==> config.mk <==
export PLATFORM = sky130hd
export DESIGN_NAME = reorder_window_buffer_unit
export DESIGN_NICKNAME = d
export VERILOG_FILES = /design/src/rtl/core/rwb_pkg.sv /design/src/rtl/core/reorder_window_buffer_unit.sv /design/src/rtl/core/rwb_slot_mem.sv /design/src/rtl/core/rwb_off_unit.sv
export SDC_FILE = /design/constraint.sdc
export NUM_CORES = 2
export LEC_CHECK = 0
export ABC_AREA = 0
export BUFFER_PORTS_ARGS = -buffer_cell sky130_fd_sc_hd__buf_2
export CORE_MARGIN = 2
export CORE_UTILIZATION = 55
export CTS_CLUSTER_DIAMETER = 40
export DETAILED_ROUTE_END_ITERATION = 6
export PLACE_DENSITY = 0.74
export SYNTH_ARGS = -nofsm -noshare
export SYNTH_HDL_FRONTEND = slang
export SYNTH_SLANG_ARGS = --single-unit
==> constraint.sdc <==
create_clock -name i_clk -period 10.9 [get_ports i_clk]
set_clock_uncertainty 0.1 [all_clocks]
set_input_delay 0.545 -clock i_clk [delete_from_list [all_inputs] [get_ports i_clk]]
set_output_delay 0.545 -clock i_clk [all_outputs]
set_load 0.01 [all_outputs]
==> src/rtl/core/rwb_pkg.sv <==
`default_nettype none
package rwb_pkg;

    typedef enum logic [1:0] {
        REQ_ADD  = 2'd0,
        REQ_PEEK = 2'd1,
        REQ_POP  = 2'd2,
        REQ_ADV  = 2'd3
    } t_req_type;

    typedef enum logic [1:0] {
        STS_OK            = 2'd0,
        STS_OCCUPIED      = 2'd1,
        STS_OUT_OF_WINDOW = 2'd2,
        STS_EMPTY         = 2'd3
    } t_status;

    typedef enum logic [2:0] {
        S_IDLE,
        S_ADD,
        S_PEEK,
        S_PEEK_RD,
        S_POP,
        S_ADV_INIT,
        S_ADV,
        S_ADV_END
    } t_state;

    typedef struct packed {
        logic [1:0]  req_type;
        logic [7:0]  seqnum;
        logic [9:0]  seg_length;
        logic [31:0] timestamp;
        logic [7:0]  expected_seqnum;
        logic [7:0]  new_expected;
    } t_rwb_in;

    typedef struct packed {
        logic [1:0]  status;
        logic [4:0]  slot_index;
        logic [7:0]  out_seqnum;
        logic [9:0]  out_length;
        logic [31:0] out_timestamp;
        logic        is_empty_flag;
    } t_rwb_out;

    typedef struct packed {
        logic [7:0]  seqnum;
        logic [9:0]  length;
        logic [31:0] timestamp;
    } t_slot_entry;

endpackage
`default_nettype wire

==> src/rtl/core/reorder_window_buffer_unit.sv <==
`default_nettype none
// Receive-side reorder window over 8-bit sequence numbers. Pulse start while busy is low to
// issue one request (add, peek, pop or advance); exactly one result follows on o_rsp, marked
// by o_done for a single cycle, and must be captured then since it cannot be held off. The
// slot store is a single-port-read memory walked one slot per cycle by a small sequencer that
// shares one 8-bit subtractor for slot offsets, window shift and move targets. Add and pop
// need no scan, a peek lasts longer the farther it scans from the read pointer, and an
// advance lasts longest, since it visits every slot
// and copies survivors down through the memory's one read and one write port.
module reorder_window_buffer_unit #(
    parameter int WINDOW = 32
) (
    input  wire                 i_clk,
    input  wire                 i_rst_n,
    input  wire                 start,
    input  rwb_pkg::t_rwb_in    i_req,
    output logic                busy,
    output logic                o_done,
    output rwb_pkg::t_rwb_out   o_rsp
);

    localparam int IW = (WINDOW > 1) ? $clog2(WINDOW) : 1;
    localparam int CW = $clog2(WINDOW + 1);
    localparam logic [IW-1:0] LAST_IDX = IW'(WINDOW - 1);

    rwb_pkg::t_state   r_state, n_state;
    logic [WINDOW-1:0] r_valid, n_valid;
    logic [CW-1:0]     r_count, n_count;
    logic [IW-1:0]     r_ptr, n_ptr;
    logic [IW-1:0]     r_idx, n_idx;
    logic [7:0]        r_sh, n_sh;
    logic              r_cp_pend, n_cp_pend;
    logic [IW-1:0]     r_cp_dst, n_cp_dst;
    rwb_pkg::t_rwb_in  r_req, n_req;
    logic              r_done, n_done;
    rwb_pkg::t_rwb_out r_rsp, n_rsp;

    logic                 mem_we;
    logic [IW-1:0]        mem_waddr;
    logic [IW-1:0]        mem_raddr;
    rwb_pkg::t_slot_entry mem_wdata;
    rwb_pkg::t_slot_entry mem_rdata;

    logic [7:0] alu_a, alu_b, alu_diff;
    logic       alu_borrow;

    logic              emit;
    rwb_pkg::t_rwb_out rsp;

    rwb_slot_mem #(
        .DEPTH (WINDOW),
        .AW    (IW)
    ) u_mem (
        .i_clk   (i_clk),
        .i_we    (mem_we),
        .i_waddr (mem_waddr),
        .i_wdata (mem_wdata),
        .i_raddr (mem_raddr),
        .o_rdata (mem_rdata)
    );

    rwb_off_unit u_off (
        .i_a      (alu_a),
        .i_b      (alu_b),
        .o_diff   (alu_diff),
        .o_borrow (alu_borrow)
    );

    always_ff @(posedge i_clk) begin
        if (!i_rst_n) begin
            r_state   <= rwb_pkg::S_IDLE;
            r_valid   <= '0;
            r_count   <= '0;
            r_ptr     <= '0;
            r_cp_pend <= 1'b0;
            r_done    <= 1'b0;
        end else begin
            r_state   <= n_state;
            r_valid   <= n_valid;
            r_count   <= n_count;
            r_ptr     <= n_ptr;
            r_cp_pend <= n_cp_pend;
            r_done    <= n_done;
        end
    end

    always_ff @(posedge i_clk) begin
        r_idx    <= n_idx;
        r_sh     <= n_sh;
        r_cp_dst <= n_cp_dst;
        r_req    <= n_req;
        r_rsp    <= n_rsp;
    end

    always_comb begin
        n_state   = r_state;
        n_valid   = r_valid;
        n_count   = r_count;
        n_ptr     = r_ptr;
        n_idx     = r_idx;
        n_sh      = r_sh;
        n_cp_pend = 1'b0;
        n_cp_dst  = r_cp_dst;
        n_req     = r_req;
        n_done    = 1'b0;
        n_rsp     = r_rsp;
        mem_we    = 1'b0;
        mem_waddr = r_cp_dst;
        mem_wdata = mem_rdata;
        mem_raddr = r_idx;
        alu_a     = r_req.seqnum;
        alu_b     = r_req.expected_seqnum;
        emit      = 1'b0;
        rsp       = '0;

        unique case (r_state)
            rwb_pkg::S_IDLE: begin
                if (start) begin
                    n_req = i_req;
                    unique case (i_req.req_type)
                        rwb_pkg::REQ_ADD:  n_state = rwb_pkg::S_ADD;
                        rwb_pkg::REQ_PEEK: begin
                            n_idx   = r_ptr;
                            n_state = rwb_pkg::S_PEEK;
                        end
                        rwb_pkg::REQ_POP:  n_state = rwb_pkg::S_POP;
                        default:           n_state = rwb_pkg::S_ADV_INIT;
                    endcase
                end
            end

            rwb_pkg::S_ADD: begin
                emit    = 1'b1;
                n_state = rwb_pkg::S_IDLE;
                if ({1'b0, alu_diff} >= 9'(WINDOW)) begin
                    rsp.status = rwb_pkg::STS_OUT_OF_WINDOW;
                end else if (r_valid[alu_diff[IW-1:0]]) begin
                    rsp.status = rwb_pkg::STS_OCCUPIED;
                end else begin
                    mem_we                      = 1'b1;
                    mem_waddr                   = alu_diff[IW-1:0];
                    mem_wdata.seqnum            = r_req.seqnum;
                    mem_wdata.length            = r_req.seg_length;
                    mem_wdata.timestamp         = r_req.timestamp;
                    n_valid[alu_diff[IW-1:0]]   = 1'b1;
                    n_count                     = r_count + 1'b1;
                    rsp.status                  = rwb_pkg::STS_OK;
                    rsp.slot_index              = 5'(alu_diff[IW-1:0]);
                end
            end

            rwb_pkg::S_PEEK: begin
                if (r_count == '0) begin
                    emit       = 1'b1;
                    rsp.status = rwb_pkg::STS_EMPTY;
                    n_state    = rwb_pkg::S_IDLE;
                end else if (r_valid[r_idx]) begin
                    // read issued at r_idx this cycle, data lands next cycle
                    n_ptr   = r_idx;
                    n_state = rwb_pkg::S_PEEK_RD;
                end else if (r_idx == LAST_IDX) begin
                    emit       = 1'b1;
                    rsp.status = rwb_pkg::STS_EMPTY;
                    n_state    = rwb_pkg::S_IDLE;
                end else begin
                    n_idx = r_idx + 1'b1;
                end
            end

            rwb_pkg::S_PEEK_RD: begin
                emit              = 1'b1;
                rsp.status        = rwb_pkg::STS_OK;
                rsp.slot_index    = 5'(r_idx);
                rsp.out_seqnum    = mem_rdata.seqnum;
                rsp.out_length    = mem_rdata.length;
                rsp.out_timestamp = mem_rdata.timestamp;
                n_state           = rwb_pkg::S_IDLE;
            end

            rwb_pkg::S_POP: begin
                emit    = 1'b1;
                n_state = rwb_pkg::S_IDLE;
                if (r_valid[r_ptr]) begin
                    n_valid[r_ptr] = 1'b0;
                    n_count        = r_count - 1'b1;
                    rsp.status     = rwb_pkg::STS_OK;
                    rsp.slot_index = 5'(r_ptr);
                end else begin
                    rsp.status = rwb_pkg::STS_EMPTY;
                end
            end

            rwb_pkg::S_ADV_INIT: begin
                alu_a   = r_req.new_expected;
                n_sh    = alu_diff;
                n_idx   = '0;
                n_state = rwb_pkg::S_ADV;
            end

            rwb_pkg::S_ADV: begin
                alu_a = 8'(r_idx);
                alu_b = r_sh;
                // finish the copy whose source was read last cycle
                if (r_cp_pend) begin
                    mem_we = 1'b1;
                end
                if (r_valid[r_idx]) begin
                    n_valid[r_idx] = 1'b0;
                    if (!alu_borrow) begin
                        n_valid[alu_diff[IW-1:0]] = 1'b1;
                        n_cp_pend                 = 1'b1;
                        n_cp_dst                  = alu_diff[IW-1:0];
                    end else begin
                        n_count = r_count - 1'b1;
                    end
                end
                if (r_idx == LAST_IDX) begin
                    n_state = rwb_pkg::S_ADV_END;
                end else begin
                    n_idx = r_idx + 1'b1;
                end
            end

            rwb_pkg::S_ADV_END: begin
                if (r_cp_pend) begin
                    mem_we = 1'b1;
                end
                n_ptr      = '0;
                emit       = 1'b1;
                rsp.status = rwb_pkg::STS_OK;
                n_state    = rwb_pkg::S_IDLE;
            end

            default: begin
                n_state = rwb_pkg::S_IDLE;
            end
        endcase

        if (emit) begin
            n_done              = 1'b1;
            n_rsp               = rsp;
            n_rsp.is_empty_flag = (n_count == '0);
        end
    end

    assign busy   = (r_state != rwb_pkg::S_IDLE);
    assign o_done = r_done;
    assign o_rsp  = r_rsp;

endmodule
`default_nettype wire

==> src/rtl/core/rwb_slot_mem.sv <==
`default_nettype none
module rwb_slot_mem #(
    parameter int DEPTH = 32,
    parameter int AW    = 5
) (
    input  wire                     i_clk,
    input  wire                     i_we,
    input  wire [AW-1:0]            i_waddr,
    input  rwb_pkg::t_slot_entry    i_wdata,
    input  wire [AW-1:0]            i_raddr,
    output rwb_pkg::t_slot_entry    o_rdata
);

    rwb_pkg::t_slot_entry r_mem [DEPTH];
    rwb_pkg::t_slot_entry r_rdata;

    always_ff @(posedge i_clk) begin
        if (i_we) begin
            r_mem[i_waddr] <= i_wdata;
        end
        r_rdata <= r_mem[i_raddr];
    end

    assign o_rdata = r_rdata;

endmodule
`default_nettype wire

==> src/rtl/core/rwb_off_unit.sv <==
`default_nettype none
module rwb_off_unit (
    input  wire  [7:0] i_a,
    input  wire  [7:0] i_b,
    output logic [7:0] o_diff,
    output logic       o_borrow
);

    // modulo-256 difference, borrow set when a < b
    always_comb begin
        {o_borrow, o_diff} = {1'b0, i_a} - {1'b0, i_b};
    end

endmodule
`default_nettype wire

==> flow_summary.json <==
{
  "outcome": "complete, no violations",
  "end_kind": "flop",
  "wl_per_cell_um": 31.1,
  "cts_setup_buffers": 0,
  "slew_headroom_pct": 23.0,
  "drive_above_1_share_pct": 25.4,
  "die_w_um": 363,
  "rsz0062_at_grt": "false",
  "tns_ns": 0,
  "worst_ep_required_time_ns": 11.24,
  "p_leak_nw": 26.3,
  "die_h_um": 363,
  "syn_area_per_cell_um2": 20.2,
  "worstPathCellList": "inv_2, nor2_1, nand2_1, buf_4, nand2_1, nand2_1, ha_1, fa_1, xor2_2, inv_2, mux4_2, mux2i_1, mux4_2, o211ai_4, nor2_4, buf_4, a21oi_1, nor2_4, buf_4",
  "drc_errors": 0,
  "crit_fanout": 43,
  "synthesis.nets": 3598,
  "io_buffers": 130,
  "io_pins": 131,
  "fin_crit_ns": 8.05,
  "finalCritPeriodShare_pct": 73.8,
  "core_mm2": 0.128,
  "yosys_warnings": 0,
  "yosys-top-cells-area": "edfxtp_1 74%, mux4_2 13%, dfxtp_1 2.8%, a22oi_1 2.2%, nand2_1 1.0%",
  "final_hold_viol_count": 0,
  "vias_per_cell": 6.62,
  "firstDrtPassIters": 6,
  "antenna_found_initial": 1,
  "synth_flop_cell": "edfxtp_1",
  "start_util_pct": 55.5,
  "ys_seq_area_share_pct": 76.5,
  "fmax_ghz": 0.124,
  "synth-seq-cells": 1840,
  "layout_common_cells": "1742 x edfxtp_1, 412 x mux4_2, 212 x a22oi_1",
  "setup_violations": 0,
  "cts_resized": 0,
  "holdBufCountCts": 66,
  "fin_nets": 3874,
  "synthArstFlopShare_pct": 0,
  "synth_top_area_share_pct": 73.7,
  "drt_iter0_markers": 4142,
  "rows": 131,
  "cts-root-buf": "clkbuf_16",
  "grt_max_degree": 142,
  "cp-start-kind": "flop",
  "clockBufferDepth": 3,
  "cts_tree": "built",
  "cts_buffers": 205,
  "grt_pass1_vias": 37600,
  "numClockSinks": 1840,
  "cts.reportedPaths.clkPinSlew_ns": 0.06,
  "slew_viol_final": 0,
  "cap_violations": 0,
  "ir_drop_uv": 176,
  "htreeDepth": 4,
  "syn_to_final_growth_pct": 14.9,
  "syn-cell-area_mm2": 0.0709,
  "dp_hpwl_um": 89700,
  "die-area_mm2": 0.132,
  "worst_pin_slew_ns": 1.15,
  "synth-edff-count": 1742,
  "post_synth_num_cell_types": 75,
  "final_common_cell": "edfxtp_1",
  "slowest_delay_ns": 0.90,
  "p_per_area_mw_per_mm2": 207,
  "ant_nets": 0,
  "clock_latency_ns": 0.83,
  "syn_inst": 3506,
  "drt_wl_total_um": 175000,
  "grt_pass1_wl_um": 256000,
  "finish.utilization_pct": 63.8,
  "crit_path_top_delay_cell": "nor2_4",
  "crit_type": "flop to flop",
  "track_usage_pct": 26.9,
  "via_count": 37300,
  "gp_congestion": 0.921,
  "overflow": 0,
  "yosysTopAreaCell": "edfxtp_1",
  "hold_class": "input pin to flop",
  "worstPathArrival_ns": 8.39
}
-- cells by family after synthesis --
group,synth area share [%]
multiplexers,13.7
AO/OA/AOI/OAI,4.52
buffers and inverters,1.27
flip-flops,76.5
AND/OR/NAND/NOR,3.49
XOR/XNOR,0.146
adder cells (fa/ha/maj),0.381
-- metal layers --
metal | up-vias | wire length [um] | GRT usage [%] | part of all wire, %
li1 | 15200 | - | - | -
met1 | 19500 | 66500 | 36.5 | 38
met2 | 2197 | 87200 | 44.1 | 50
met3 | 369 | 15900 | 5.34 | 9.1
met4 | 0 | 5570 | 8.96 | 3.2
met5 | - | 0 | 0 | 0
-- power breakdown --
part	switching, mW	total [mW]	leakage (nW)	internal (mW)
logic	1.04	1.47	6.24	0.423
clock network	2.90	7.03	3.40	4.13
registers	0.0723	8.34	16.6	8.27
-- registers in the layout (all words and copies together), names as in the netlist, 6 cells and up --
signal / count
o_rsp: 58
r_count: 6
r_req: 66
r_sh: 8
r_valid: 32
u_mem.o_rdata: 50
u_mem.r_mem: 1600
-- worst paths after layout --
| path | slack [ns] | from | depth (start not counted) | end |
|---|---|---|---|---|
| min reg2reg | 0.43 | u_mem.o_rdata[41]$_DFF_P_ | 1 | o_rsp[42]$_SDFFCE_PN0P_ |
| max reg2reg | 2.85 | r_state[1]$_SDFFE_PN0P_ | 19 | u_mem.r_mem[0][6]$_DFFE_PP_ |
| min | 0.11 | start | 3 | r_state[0]$_SDFFE_PN0P_ |
| max | 2.85 | r_state[1]$_SDFFE_PN0P_ | 19 | u_mem.r_mem[0][6]$_DFFE_PP_ |
-- worst max-delay path: cells and delay by family (launching register included) --
kind | cells | cell delay, ns
AOI/OAI and AO/OA | 2 | 0.64
xor gates and xnor gates | 1 | 0.44
adders and majority gates | 2 | 0.71
buffers and inverters | 5 | 2.18
DFF | 1 | 0.85
muxes | 3 | 1.01
and+or+nand+nor | 6 | 1.65
-- cell type report --
| cell class | count | area [um2] |
|---|---|---|
| flip-flops and latches | 1840 | 54300 |
| fillers | 8234 | 46300 |
| multi-input cells | 1434 | 16100 |
| clock buffers | 250 | 5470 |
| well taps | 1662 | 2080 |
| repair buffers | 270 | 1890 |
| clock inverters | 140 | 1600 |
| inverters | 31 | 116 |
| diodes | 2 | 5.00 |
-- stage by stage --
step	hold WS [ns]	instances	cell area [um2]	total power [mW]	setup WS [ns]
2_1_floorplan	0.367	3506	70900	9.38	1.85
3_3_place_gp	0.418	5171	73800	9.90	3.23
3_5_place_dp	0.415	5171	73800	9.93	3.00
4_1_cts	0.0425	5627	81500	16.9	2.96
5_1_grt	0.0834	5627	81500	17.3	2.46
6_report	0.108	5629	81500	16.8	2.85
-- synth_stat cells, types with 29 or more instances --
cell      number
a21oi_1       83
a22oi_1      212
and2_1        79
buf_1         55
clkbuf_1     131
dfxtp_1       98
edfxtp_1    1742
mux2i_1       35
mux4_2       412
nand2_1      197
nand4_1       51
nor2_1        81
o21ai_0       29
(Power assumes the default switching activity.)
